<file path="src/sv/nfci_pkg.sv">
// ----------------------------------------------------------------------------
// nfci_pkg
// types, constants and command codes shared by the nand bus device model
// ----------------------------------------------------------------------------
package nfci_pkg;

  localparam int PageBytes     = 2112;
  localparam int PagesPerBlock = 64;
  localparam int NumBlocks     = 4;
  localparam int TotalPages    = PagesPerBlock * NumBlocks;
  localparam int ColW          = $clog2(PageBytes + 1);
  localparam int PageW         = $clog2(TotalPages);
  localparam int BlkW          = (NumBlocks > 1) ? $clog2(NumBlocks) : 1;
  localparam int PgInBlkW      = (PagesPerBlock > 1) ? $clog2(PagesPerBlock) : 1;
  localparam int ArrW          = $clog2(TotalPages * PageBytes);
  localparam int BufW          = $clog2(PageBytes);
  localparam int CfgIdxW       = 2;

  localparam logic [7:0] CMD_READ      = 8'h00;
  localparam logic [7:0] CMD_RAND_OUT  = 8'h05;
  localparam logic [7:0] CMD_PROG_CONF = 8'h10;
  localparam logic [7:0] CMD_READ_CONF = 8'h30;
  localparam logic [7:0] CMD_ERASE     = 8'h60;
  localparam logic [7:0] CMD_STATUS    = 8'h70;
  localparam logic [7:0] CMD_PROG      = 8'h80;
  localparam logic [7:0] CMD_ERASE_CNF = 8'hD0;
  localparam logic [7:0] CMD_RAND_CONF = 8'hE0;
  localparam logic [7:0] CMD_RESET     = 8'hFF;

  localparam logic [1:0] OP_WRITE = 2'd0;
  localparam logic [1:0] OP_READ  = 2'd1;
  localparam logic [1:0] OP_POLL  = 2'd2;

  localparam logic [CfgIdxW-1:0] CFG_READ_TICKS  = 2'd0;
  localparam logic [CfgIdxW-1:0] CFG_PROG_TICKS  = 2'd1;
  localparam logic [CfgIdxW-1:0] CFG_ERASE_TICKS = 2'd2;

  localparam logic [7:0] STATUS_BUSY_BIT = 8'h40;

  typedef struct packed {
    logic [1:0] opcode;
    logic       cle;
    logic       ale;
    logic [7:0] data_in;
  } in_word_t;

  typedef struct packed {
    logic [7:0] data_out;
    logic       busy_res;
  } out_word_t;

  typedef enum logic [2:0] {
    COPY_NONE  = 3'b001,
    COPY_LOAD  = 3'b010,
    COPY_PROG  = 3'b100
  } copy_kind_t;

  // controller -> datapath
  typedef struct packed {
    logic       start;
    copy_kind_t kind;
    logic [PageW-1:0] page;
    logic       erase;
    logic [BlkW-1:0] block;
  } copy_cmd_t;

  // datapath -> controller
  typedef struct packed {
    logic done;
  } copy_sts_t;

endpackage

</file>
<file path="src/sv/nfci_ctrl.sv">
// ----------------------------------------------------------------------------
// nfci_ctrl
// bus cycle decoder, address latch, pointers, busy countdown and handshakes
// ----------------------------------------------------------------------------
module nfci_ctrl import nfci_pkg::*; (
  input  logic            clk,
  input  logic            rst,
  input  logic            in_valid,
  output logic            in_stall,
  input  in_word_t        in_data,
  output logic            out_valid,
  input  logic            out_stall,
  output out_word_t       out_data,
  input  logic            cfg_we,
  input  logic [CfgIdxW-1:0] cfg_idx,
  input  logic [7:0]      cfg_wdata,
  output copy_cmd_t       cmd,
  input  copy_sts_t       sts,
  output logic            buf_we,
  output logic [BufW-1:0] buf_waddr,
  output logic [7:0]      buf_wdata,
  output logic            buf_re,
  output logic [BufW-1:0] buf_raddr,
  input  logic [7:0]      buf_rdata
);

  typedef enum logic [3:0] {
    C_IDLE = 4'b0001,
    C_COPY = 4'b0010,
    C_RDB  = 4'b0100,
    C_OUT  = 4'b1000
  } ctl_state_t;

  ctl_state_t state;
  logic [7:0] rd_ticks, pg_ticks, er_ticks;
  logic [7:0] addr [5];
  logic [2:0] slot, remaining;
  logic [7:0] pending;
  logic [ColW-1:0] rptr, wptr;
  logic rvalid, wvalid;
  logic [7:0] busy;
  logic status_mode, armed;
  logic ob_valid;
  out_word_t ob;

  logic [15:0] col;
  logic [23:0] row;
  logic in_rng;
  logic acc;
  logic ready_cmd;

  assign col = {addr[1], addr[0]};
  assign row = {addr[4], addr[3], addr[2]};
  assign in_rng = row < 24'(TotalPages);
  assign acc = in_valid && !in_stall;
  assign in_stall = (state != C_IDLE) || (ob_valid && out_stall);
  assign out_valid = ob_valid;
  assign out_data = ob;
  assign ready_cmd = (busy == 8'd0);

  assign buf_wdata = in_data.data_in;
  assign buf_waddr = wptr[BufW-1:0];
  assign buf_we = acc && in_data.opcode == OP_WRITE && !in_data.cle && !in_data.ale &&
                  wvalid && wptr < ColW'(PageBytes);
  assign buf_raddr = rptr[BufW-1:0];
  assign buf_re = acc && in_data.opcode == OP_READ && !in_data.cle && !in_data.ale &&
                  !status_mode && busy == 8'd0 && rvalid && rptr < ColW'(PageBytes);

  always_ff @(posedge clk) begin
    if (rst) begin
      rd_ticks <= 8'd2;
      pg_ticks <= 8'd2;
      er_ticks <= 8'd5;
    end else if (cfg_we) begin
      case (cfg_idx)
        CFG_READ_TICKS:  rd_ticks <= cfg_wdata;
        CFG_PROG_TICKS:  pg_ticks <= cfg_wdata;
        CFG_ERASE_TICKS: er_ticks <= cfg_wdata;
        default: ;
      endcase
    end
  end

  always_ff @(posedge clk) begin
    if (rst) begin
      state <= C_IDLE;
      for (int i = 0; i < 5; i++) addr[i] <= 8'd0;
      slot <= 3'd0;
      remaining <= 3'd0;
      pending <= CMD_RESET;
      rptr <= '0;
      wptr <= '0;
      rvalid <= 1'b0;
      wvalid <= 1'b0;
      busy <= 8'd0;
      status_mode <= 1'b0;
      armed <= 1'b0;
      ob_valid <= 1'b0;
      cmd.start <= 1'b0;
      cmd.kind <= COPY_NONE;
      cmd.page <= '0;
      cmd.erase <= 1'b0;
      cmd.block <= '0;
    end else begin
      cmd.start <= 1'b0;
      if (ob_valid && !out_stall) ob_valid <= 1'b0;
      case (state)
        C_IDLE: begin
          if (acc) begin
            ob.data_out <= 8'd0;
            ob.busy_res <= 1'b0;
            ob_valid <= 1'b1;
            case (in_data.opcode)
              OP_WRITE: begin
                if (in_data.cle && !in_data.ale) begin
                  case (in_data.data_in)
                    CMD_READ: begin
                      if (ready_cmd) status_mode <= 1'b0;
                      slot <= 3'd0; remaining <= 3'd5; pending <= CMD_READ;
                      armed <= 1'b1;
                    end
                    CMD_RAND_OUT: begin
                      if (ready_cmd) status_mode <= 1'b0;
                      slot <= 3'd0; remaining <= 3'd2; pending <= CMD_RAND_OUT;
                    end
                    CMD_PROG_CONF: begin
                      if (ready_cmd) status_mode <= 1'b0;
                      busy <= pg_ticks;
                      pending <= CMD_RESET;
                      if (in_rng) begin
                        cmd.start <= 1'b1; cmd.erase <= 1'b0;
                        cmd.kind <= COPY_PROG; cmd.page <= row[PageW-1:0];
                        state <= C_COPY;
                      end
                    end
                    CMD_READ_CONF: begin
                      if (ready_cmd) status_mode <= 1'b0;
                      pending <= CMD_RESET;
                      if (armed) begin
                        armed <= 1'b0;
                        busy <= rd_ticks;
                        if (in_rng) begin
                          cmd.start <= 1'b1; cmd.erase <= 1'b0;
                          cmd.kind <= COPY_LOAD; cmd.page <= row[PageW-1:0];
                          state <= C_COPY;
                        end
                      end
                    end
                    CMD_ERASE: begin
                      if (ready_cmd) status_mode <= 1'b0;
                      slot <= 3'd2; remaining <= 3'd3; pending <= CMD_ERASE;
                    end
                    CMD_STATUS: status_mode <= 1'b1;
                    CMD_PROG: begin
                      if (ready_cmd) status_mode <= 1'b0;
                      slot <= 3'd0; remaining <= 3'd5; pending <= CMD_PROG;
                    end
                    CMD_ERASE_CNF: begin
                      if (ready_cmd) status_mode <= 1'b0;
                      busy <= er_ticks;
                      pending <= CMD_RESET;
                      if (in_rng) begin
                        cmd.start <= 1'b1; cmd.erase <= 1'b1;
                        cmd.kind <= COPY_NONE;
                        cmd.block <= BlkW'(row[PageW-1:0] / PageW'(PagesPerBlock));
                        state <= C_COPY;
                      end
                    end
                    CMD_RESET: begin
                      rvalid <= 1'b0; wvalid <= 1'b0;
                      slot <= 3'd0; remaining <= 3'd0;
                      pending <= CMD_RESET; busy <= 8'd0;
                      status_mode <= 1'b0; armed <= 1'b0;
                    end
                    default: ;
                  endcase
                end else if (in_data.ale && !in_data.cle) begin
                  if (remaining != 3'd0 && slot <= 3'd4) begin
                    addr[slot] <= in_data.data_in;
                    slot <= slot + 3'd1;
                    remaining <= remaining - 3'd1;
                    if (remaining == 3'd1) begin
                      rvalid <= 1'b0;
                      wvalid <= 1'b0;
                      if (slot == 3'd1) begin
                        if (pending == CMD_PROG) begin
                          wptr <= ColW'(({in_data.data_in, addr[0]} > 16'(PageBytes)) ?
                                  16'(PageBytes) : {in_data.data_in, addr[0]});
                          wvalid <= 1'b1;
                        end else if (pending == CMD_READ || pending == CMD_RAND_OUT) begin
                          rptr <= ColW'(({in_data.data_in, addr[0]} > 16'(PageBytes)) ?
                                  16'(PageBytes) : {in_data.data_in, addr[0]});
                          rvalid <= 1'b1;
                        end
                      end else begin
                        if (pending == CMD_PROG) begin
                          wptr <= ColW'((col > 16'(PageBytes)) ? 16'(PageBytes) : col);
                          wvalid <= 1'b1;
                        end else if (pending == CMD_READ || pending == CMD_RAND_OUT) begin
                          rptr <= ColW'((col > 16'(PageBytes)) ? 16'(PageBytes) : col);
                          rvalid <= 1'b1;
                        end
                      end
                    end
                  end
                end else if (!in_data.ale && !in_data.cle) begin
                  if (buf_we) wptr <= wptr + ColW'(1);
                end
              end
              OP_READ: begin
                if (!in_data.cle && !in_data.ale) begin
                  if (status_mode) begin
                    if (busy != 8'd0) begin
                      busy <= busy - 8'd1;
                      ob.data_out <= 8'hFF & ~STATUS_BUSY_BIT;
                    end else begin
                      ob.data_out <= 8'hFF;
                    end
                  end else if (buf_re) begin
                    rptr <= rptr + ColW'(1);
                    ob_valid <= 1'b0;
                    state <= C_RDB;
                  end
                end
              end
              OP_POLL: begin
                if (busy != 8'd0) begin
                  busy <= busy - 8'd1;
                  ob.busy_res <= 1'b1;
                end
              end
              default: ;
            endcase
          end
        end
        C_COPY: if (sts.done) state <= C_IDLE;
        C_RDB: state <= C_OUT;
        C_OUT: begin
          ob.data_out <= buf_rdata;
          ob_valid <= 1'b1;
          state <= C_IDLE;
        end
        default: state <= C_IDLE;
      endcase
    end
  end

endmodule

</file>
<file path="config.mk">
export PLATFORM = sky130hd
export DESIGN_NAME = nfci_ctrl
export DESIGN_NICKNAME = d
export VERILOG_FILES = /design/src/sv/nfci_pkg.sv /design/src/sv/nfci_ctrl.sv
export SDC_FILE = /design/constraint.sdc
export NUM_CORES = 1
export LEC_CHECK = 0
export ABC_CLOCK_PERIOD_IN_PS = 3050
export BUFFER_PORTS_ARGS = -buffer_cell sky130_fd_sc_hd__buf_2
export CAP_MARGIN = 5
export CORE_MARGIN = 3
export CORE_UTILIZATION = 45
export DETAILED_ROUTE_END_ITERATION = 10
export GPL_TIMING_DRIVEN = 0
export PLACE_DENSITY_LB_ADDON = 0.1
export SYNTH_ARGS = -nofsm -noshare
export SYNTH_HDL_FRONTEND = slang
export SYNTH_SLANG_ARGS = --single-unit
</file>
<file path="constraint.sdc">
create_clock -name clk -period 3.05 [get_ports clk]
set_input_delay 0.1525 -clock clk [delete_from_list [all_inputs] [get_ports clk]]
set_output_delay 0.1525 -clock clk [all_outputs]
set_load 0.005 [all_outputs]
</file>
==> key figures, run 1 <==
Timing
  • Period utilization: 94.59%
  • Final hold violations: 0
  • Fmax: 0.3466 GHz
  • RSZ-0062 raised after global routing: false
  • Min Tclk post-route: 2.885 ns
  • Fin Hold WS: 0.01193 ns
  • Worst clock skew: 0.007682 ns
  • Worst-Margin Slew: 0.9263 ns
  • Rel. slew slack: 37.77%
  • Final max-slew violation count: 0
  • Final setup fails: 0

CTS
  • Sink Count: 139
  • CTS Buffer Depth: 2
  • CTS root buf: clkbuf_16
  • CTS Buf Count: 17
  • Later-pin clock latency in the skew report: 0.42 ns
  • Clock-pin slew on the worst setup and hold paths: 0.06 ns
  • CTS tree: built
  • H-tree Lvls: 4

Critical path
  • Critical Path End Type: register
  • Delay of the slowest critical-path stage: 0.38 ns
  • CP delay by family, top: simple AND/OR/NAND/NOR gates
  • Worst EP arrival: 3.04 ns
  • Kind of start point of the critical path: register
  • Slowest CP cell: or2_2
  • Crit Path Class: register to register
  • Crit path max fanout: 10
  • R2r startpoint: slot[0]
  • Reg2Reg Setup Slack: 0.17 ns
  • Required @ worst endpoint: 3.20 ns
  • Worst-path cell chain: buf_2 -> clkinvlp_4 -> ha_1 -> nor2b_1 -> a21oi_1 -> nand4_1 -> or2_1 -> clkbuf_2 -> nor3_2 -> or2_2
  • Reg2Reg Depth: 10
  • CP bufs+invs: 3
  • R2r endpoint: addr[0][4]

Floorplanning
  • Die area: 17720 um^2
  • Die H: 133.1 um
  • Core box area: 15480 um^2
  • I/O pins: 96
  • Site row count: 45
  • Initial core utilization: 46.96%
  • Die span in x: 133.1 um

Min path
  • Hold Crit Class: input port to register
  • Hold EP: er_ticks[4]
  • Hold Crit Start: cfg_wdata[4]
  • Hold depth: 3

Finish
  • Area Growth Syn to Fin: 20.75%
  • Fraction of layout cells with a size suffix above 1: 18.49%
  • # fillers: 1405
  • Final core utilization: 56.70%
  • # diodes: 0
  • Final nets: 980

Drt
  • 1st-iter DRT viols: 407
  • Routed Antenna Nets: 0
  • WL/cell: 18.16 um
  • Total wire length: 20920 um
  • Drt first pass iters: 6
  • Via count: 6642
  • Vias/cell: 5.766
  • Post-route DRC: 0

Global route
  • Total track usage: 23.60%
  • Grt ovf: 0
  • Number of global-route vias before repair: 6419
  • Initial antenna violation count: 0
  • First-pass GRT wire length: 33780 um
  • Pin count of the biggest net entering global routing: 17

Power and ir drop
  • Int Power: 0.003426 W
  • Switching share of power: 24.23%
  • Clock network power share: 46.5%
  • Leakage: 3.478 nW
  • Worst vdd ir: 0.0003827 V
  • PD cells: 515.0 nW/um^2
  • P_sw: 0.001095 W
  • Seq pwr share: 44.3%
  • Combinational Power Share: 9.2%

Logic synthesis
  • Ranking of synthesized cells by area: dfxtp_1 (25%), edfxtp_1 (20%), nor2_1 (4.3%)
  • Number of synthesized flops with an enable pin: 49
  • Asr flop ratio synth: 0%
  • Synth warn: 0
  • Post-Syn Area per Cell: 9.032 um^2
  • Top FF cell, synth: dfxtp_1
  • Cells after Synth: 805
  • Number of synthesized register bits: 139
  • Syn Nets: 857
  • Synth top area share: 24.78%
  • Most common cell in the netlist: dfxtp_1
  • Synth Cell Area: 7271 um^2
  • Yosys cell types: 74
  • Dominant cell type by area after synthesis: dfxtp_1
  • Post-synth top cells: dfxtp_1 (90), nor2_1 (83), nand2_1 (63)
  • Register area share after synthesis: 45.02%

Placement
  • DP Wirelength: 15050 um
  • Gp weighted congestion: 0.9527
  • PortBufs: 90

Run
  • Max-cap violation count: 0

Outcome
  • Status: finished clean
-- flip-flops by register name (all words and copies together), names as in the netlist --
register / count
addr: 40
armed: 1
buf_raddr: 12
buf_waddr: 12
busy: 8
cmd: 15
er_ticks: 8
out_data: 9
out_valid: 1
pending: 4
pg_ticks: 8
rd_ticks: 8
remaining: 3
rvalid: 1
slot: 3
state: 4
status_mode: 1
wvalid: 1
-- worst reg2reg max path, stage by stage, from the launching register on --
cell and delay (ns):
dfxtp_1 0.36, buf_2 0.28, clkinvlp_4 0.24, ha_1 0.24, nor2b_1 0.25, a21oi_1 0.10, nand4_1 0.19, or2_1 0.19
clkbuf_2 0.28, nor3_2 0.12, or2_2 0.38
-- area by class of cell --
type                    instances  area [um^2]  area share (%)
clock buffers                  23        530.5           6.042
multi-input cells             585         3691           42.04
inverters                      27        108.9           1.240
repair buffers                104        585.6           6.670
clock inverters                 9        77.57          0.8836
well taps                     211        264.0           3.007
plain buffers                  54        249.0           2.836
flip-flops and latches        139         3273           37.28
-- what timing repair did --
action / in CTS / in global routing
hold buffers: 12 / 0
pin swaps: 0 / 1
endpoints found under the hold margin: 16 / 0
setup buffers: 0 / 2
setup endpoints to repair: 27 / 63
resized for setup: 4 / 12
-- through the flow --
stage	std cells	setup slack [ns]	cell area (um^2)	setup TNS [ns]	power, W
after global routing	1152	0.01423	8780	0	0.004670
after floorplan	805	0.4691	7271	0	0.002289
after detailed placement	1106	-0.3171	7985	-6.571	0.002435
final	1152	0.1650	8780	0	0.004521
after global placement	1106	-0.2500	7985	-4.257	0.002423
after CTS	1150	-0.01988	8727	-0.1449	0.004534
-- kinds of logic after synthesis --
| logic type | share of synthesized area (%) |
|---|---|
| xor+xnor | 0.8432 |
| simple gates | 26.73 |
| fa+ha+maj | 2.753 |
| mux | 4.130 |
| compound gates | 15.78 |
| buf+inv | 4.749 |
| flops | 45.02 |
-- per-layer routing --
| layer | wire [um] | GRT usage [%] | vias to the layer above | share of wire (%) |
|---|---|---|---|---|
| li1 | - | - | 3192 | - |
| met1 | 9306 | 31.21 | 3151 | 44 |
| met5 | 0 | 0 | - | 0 |
| met3 | 1217 | 4.267 | 40 | 5.8 |
| met2 | 9892 | 38.80 | 259 | 47 |
| met4 | 504 | 8.857 | 0 | 2.4 |
-- power by group through the flow --
stage	combinational (W)	sequential [W]	clock (W)
2_1_floorplan	0.000261	0.00203	0
5_1_grt	0.000460	0.00201	0.00220
3_5_place_dp	0.000397	0.00204	0
3_3_place_gp	0.000387	0.00204	0
6_report	0.000417	0.00200	0.00210
4_1_cts	0.000411	0.00200	0.00212
-- worst max-delay path by stage --
| stage | slack, ns | startpoint | endpoint | cells after the start |
|---|---|---|---|---|
| final | 0.17 | slot[0] | addr[0][4] | 10 |
| after CTS | -0.02 | state[1] | addr[2][4] | 8 |
| after detailed placement | -0.32 | in_data[9] | addr[4][4] | 9 |
| after floorplan | 0.47 | slot[0] | addr[0][0] | 10 |
| after global routing | 0.01 | slot[0] | addr[0][7] | 10 |
| after global placement | -0.25 | in_data[9] | addr[4][4] | 9 |
-- cells in the final DEF, fill, tap and decap left out, types with 8 or more instances in the layout --
cell type	Yosys	final
clkbuf_16	0	19
buf_4	8	10
nand2b_1	12	12
clkbuf_1	38	34
nor2_1	83	82
a31oi_1	15	15
nor3_1	30	28
mux2i_1	30	30
nor4_1	25	24
edfxtp_1	49	49
a21oi_1	51	51
dfxtp_1	90	90
nand3_1	27	27
nor3b_1	9	9
o21ai_0	32	32
inv_1	26	25
dlygate4sd3_1	0	12
nand2_1	63	63
ha_1	16	16
buf_2	3	94
or2_2	8	8
and2_1	36	36
a211oi_1	8	8
No activity file was read; power rests on OpenSTA's default activity.
==> run 2: changes to the inputs <==
Settings changed: ABC_AREA from default to 1.
==> key figures, run 2 <==
Logic synthesis
  • Post-synthesis compound-gate area fraction: 11.02% (was 15.78%)
  • Synth top area share: 23.85% (was 24.78%)
  • Asr flop ratio synth: 0% (unchanged)
  • Synth warn: 0 (unchanged)
  • Post-synthesis simple-gate area fraction: 33.66% (was 26.73%)
  • Top FF cell, synth: dfxtp_1 (unchanged)
  • Synth Cell Area: 7553 um^2 (was 7271 um^2)
  • Most common cell in the netlist: nand2_1 (was dfxtp_1)
  • Dominant cell type by area after synthesis: dfxtp_1 (unchanged)
  • Largest family of logic cells by synthesized area: simple AND/OR/NAND/NOR gates (unchanged)
  • Cells after Synth: 1036 (was 805)
  • Multiplexer share of the synthesized area: 0% (was 4.130%)
  • Post-synth top cells: nand2_1 (237), nor2_1 (182), inv_1 (102) (was dfxtp_1 (90), nor2_1 (83), nand2_1 (63))
  • Number of synthesized flops with an enable pin: 49 (unchanged)
  • Yosys cell types: 46 (was 74)
  • Register area share after synthesis: 43.33% (was 45.02%)
  • Ranking of synthesized cells by area: dfxtp_1 (24%), edfxtp_1 (19%), nand2_1 (12%) (was dfxtp_1 (25%), edfxtp_1 (20%), nor2_1 (4.3%))
  • Post-Syn Area per Cell: 7.291 um^2 (was 9.032 um^2)
  • Synth Area in Adders: 2.650% (was 2.753%)
  • Synth Area in XOR/XNOR: 1.044% (was 0.8432%)
  • Syn Nets: 1088 (was 857)
  • Number of synthesized register bits: 139 (unchanged)

Critical path
  • Reg2Reg Depth: 11 (was 10)
  • Required @ worst endpoint: 3.14 ns (was 3.20 ns)
  • Crit path max fanout: 9 (was 10)
  • Worst EP arrival: 2.69 ns (was 3.04 ns)
  • Critical Path End Type: register (unchanged)
  • Crit Path Class: register to register (unchanged)
  • R2r startpoint: slot[0] (unchanged)
  • Kind of start point of the critical path: register (unchanged)
  • R2r endpoint: addr[2][0] (was addr[0][4])
  • Reg2Reg Setup Slack: 0.45 ns (was 0.17 ns)

Global route
  • Pin count of the biggest net entering global routing: 17 (unchanged)
  • Total track usage: 22.36% (was 23.60%)
  • Number of global-route vias before repair: 6266 (was 6419)
  • First-pass GRT wire length: 32190 um (was 33780 um)
  • Grt ovf: 0 (unchanged)
  • Initial antenna violation count: 0 (unchanged)

CTS
  • CTS Buf Count: 17 (unchanged)
  • CTS root buf: clkbuf_16 (unchanged)
  • Post-CTS Setup Bufs: 0 (unchanged)
  • CTS Buffer Depth: 2 (unchanged)
  • Sink Count: 139 (unchanged)
  • H-tree Lvls: 4 (unchanged)
  • Cts hold-fix bufs: 14 (was 12)
  • Post-cts resize count: 0 (was 4)
  • Clock-pin slew on the worst setup and hold paths: 0.06 ns (about the same)
  • CTS tree: built (unchanged)
  • Later-pin clock latency in the skew report: 0.43 ns (was 0.42 ns)

Drt
  • Total wire length: 20340 um (was 20920 um)
  • Vias/cell: 5.074 (was 5.766)
  • 1st-iter DRT viols: 536 (was 407)
  • Via count: 7058 (was 6642)
  • Drt first pass iters: 5 (was 6)
  • Routed Antenna Nets: 0 (unchanged)
  • Post-route DRC: 0 (unchanged)
  • WL/cell: 14.62 um (was 18.16 um)

Finish
  • # diodes: 0 (unchanged)
  • Register bank with the most flops: addr (unchanged)
  • Final nets: 1214 (was 980)
  • Most frequent cells in the layout: nand2_1 (237), nor2_1 (182), inv_1 (102), buf_2 (102), dfxtp_1 (90) (was buf_2 (94), dfxtp_1 (90), nor2_1 (82))
  • Final Instance Area: 8967 um^2 (was 8780 um^2)
  • Max reg flops: 40 (unchanged)
  • Largest regs: addr: 40 flops, cmd: 15 flops (unchanged)
  • Area Growth Syn to Fin: 18.72% (was 20.75%)
  • # fillers: 1586 (was 1405)
  • Fraction of layout cells with a size suffix above 1: 16.85% (was 18.49%)
  • Commonest non-fill, non-tap cell in the layout: nand2_1 (was buf_2)

Timing
  • Fin Hold WS: 0.02309 ns (was 0.01193 ns)
  • Final setup fails: 0 (unchanged)
  • Period utilization: 85.27% (was 94.59%)
  • Final max-slew violation count: 0 (unchanged)
  • Rel. slew slack: 33.46% (was 37.77%)
  • Min Tclk post-route: 2.601 ns (was 2.885 ns)
  • Setup_tns: 0 ns (unchanged)
  • Worst clock skew: 0.009156 ns (was 0.007682 ns)
  • Worst-Margin Slew: 0.9905 ns (was 0.9263 ns)
  • RSZ-0062 raised after global routing: false (unchanged)
  • Final hold violations: 0 (unchanged)
  • Fmax: 0.3845 GHz (was 0.3466 GHz)
  • PnR worst setup slack: 0.4492 ns (was 0.1650 ns)

Floorplanning
  • Core box area: 16170 um^2 (was 15480 um^2)
  • Site row count: 46 (was 45)
  • Die span in x: 135.6 um (was 133.1 um)
  • Die area: 18380 um^2 (was 17720 um^2)
  • Die H: 135.6 um (was 133.1 um)
  • Initial core utilization: 46.70% (was 46.96%)
  • I/O pins: 96 (unchanged)

Run
  • Max-cap violation count: 0 (unchanged)

Outcome
  • Status: finished clean (unchanged)

Power and ir drop
  • Leakage: 4.139 nW (was 3.478 nW)
  • Worst vdd ir: 0.0003487 V (was 0.0003827 V)
  • PD cells: 487.1 nW/um^2 (was 515.0 nW/um^2)

Placement
  • Pre-CTS worst setup slack: 0.4547 ns (was -0.3171 ns)
  • DP Wirelength: 14800 um (was 15050 um)
  • Gp weighted congestion: 0.8869 (was 0.9527)
  • PortBufs: 93 (was 90)
  • Placed Area: 8289 um^2 (was 7985 um^2)

Min path
  • Hold depth: 3 (unchanged)
  • Hold EP: out_data[8] (was er_ticks[4])
  • Hold Crit Start: buf_rdata[7] (was cfg_wdata[4])
  • Hold Crit Class: input port to register (unchanged)
run 2: cell types whose count changed after synthesis, sizes merged, moves of 29 or more:
| cell | before | now |
|---|---|---|
| and2 | 36 | 1 |
| mux2i | 30 | 0 |
| nand3 | 27 | 74 |
| a21oi | 53 | 82 |
| nand2 | 63 | 248 |
| inv | 26 | 111 |
| nor2 | 84 | 197 |
run 2: metrics by stage:
stage / std cells / utilization (%) / power [W]
after detailed placement: 1345 / 51.25 / 0.002473
after floorplan: 1036 / - / 0.002321
after global routing: 1391 / 55.45 / 0.004536
after global placement: 1345 / 51.25 / 0.002470
final: 1391 / 55.45 / 0.004368
after CTS: 1391 / 55.45 / 0.004393
run 2: logic make-up after synthesis:
| logic type | Yosys count |
|---|---|
| buffers and inverters | 151 |
| AO/OA/AOI/OAI | 151 |
| XOR/XNOR | 9 |
| adder cells (fa/ha/maj) | 16 |
| AND/OR/NAND/NOR | 570 |
| flip-flops | 139 |
run 2: area by class of cell:
class | instances | area, um^2 | area share (%)
Buffer | 36 | 191.4 | 2.135
Clock buffer | 20 | 436.7 | 4.870
Clock inverter | 12 | 101.3 | 1.130
Inverter | 115 | 435.4 | 4.856
Multi-Input combinational cell | 746 | 3654 | 40.74
Sequential cell | 139 | 3273 | 36.50
Tap cell | 216 | 270.3 | 3.014
Timing Repair Buffer | 107 | 605.6 | 6.753
run 2: report_power, final:
part / leakage (nW) / internal [W] / switching, W
Sequential: 1.23 / 0.00197 / 0.0000300
Clock: 0.253 / 0.00111 / 0.000805
Combinational: 2.66 / 0.000149 / 0.000300
run 2: worst max path at each step:
stage               slack (ns)     from         end  depth (start not counted)
global route              0.25  slot[0]  addr[3][0]                         11
global placement          0.49  slot[0]  addr[2][7]                         11
detailed placement        0.45  slot[0]  addr[2][7]                         11
CTS                       0.45  slot[0]  addr[2][0]                         11
floorplan                 0.88  slot[0]  addr[0][0]                         11
finish                    0.45  slot[0]  addr[2][0]                         11
run 2: metal layers:
| metal | track usage (%) | part of all wire [%] | vias up |
|---|---|---|---|
| li1 | - | - | 3618 |
| met1 | 31.79 | 48 | 3142 |
| met2 | 33.19 | 42 | 262 |
| met3 | 5.498 | 7.8 | 36 |
| met4 | 7.839 | 2.1 | 0 |
| met5 | 0 | 0 | - |
run 2: critical path, stage by stage (launching register included):
cell and delay [ns]:
dfxtp_1 0.32, clkbuf_1 0.21, inv_1 0.16, ha_1 0.16
inv_1 0.04, nand2_1 0.08, nand2_2 0.08, nor2_2 0.12
nand3_1 0.21, nor2_2 0.26, nand4_2 0.26, nand2_1 0.37
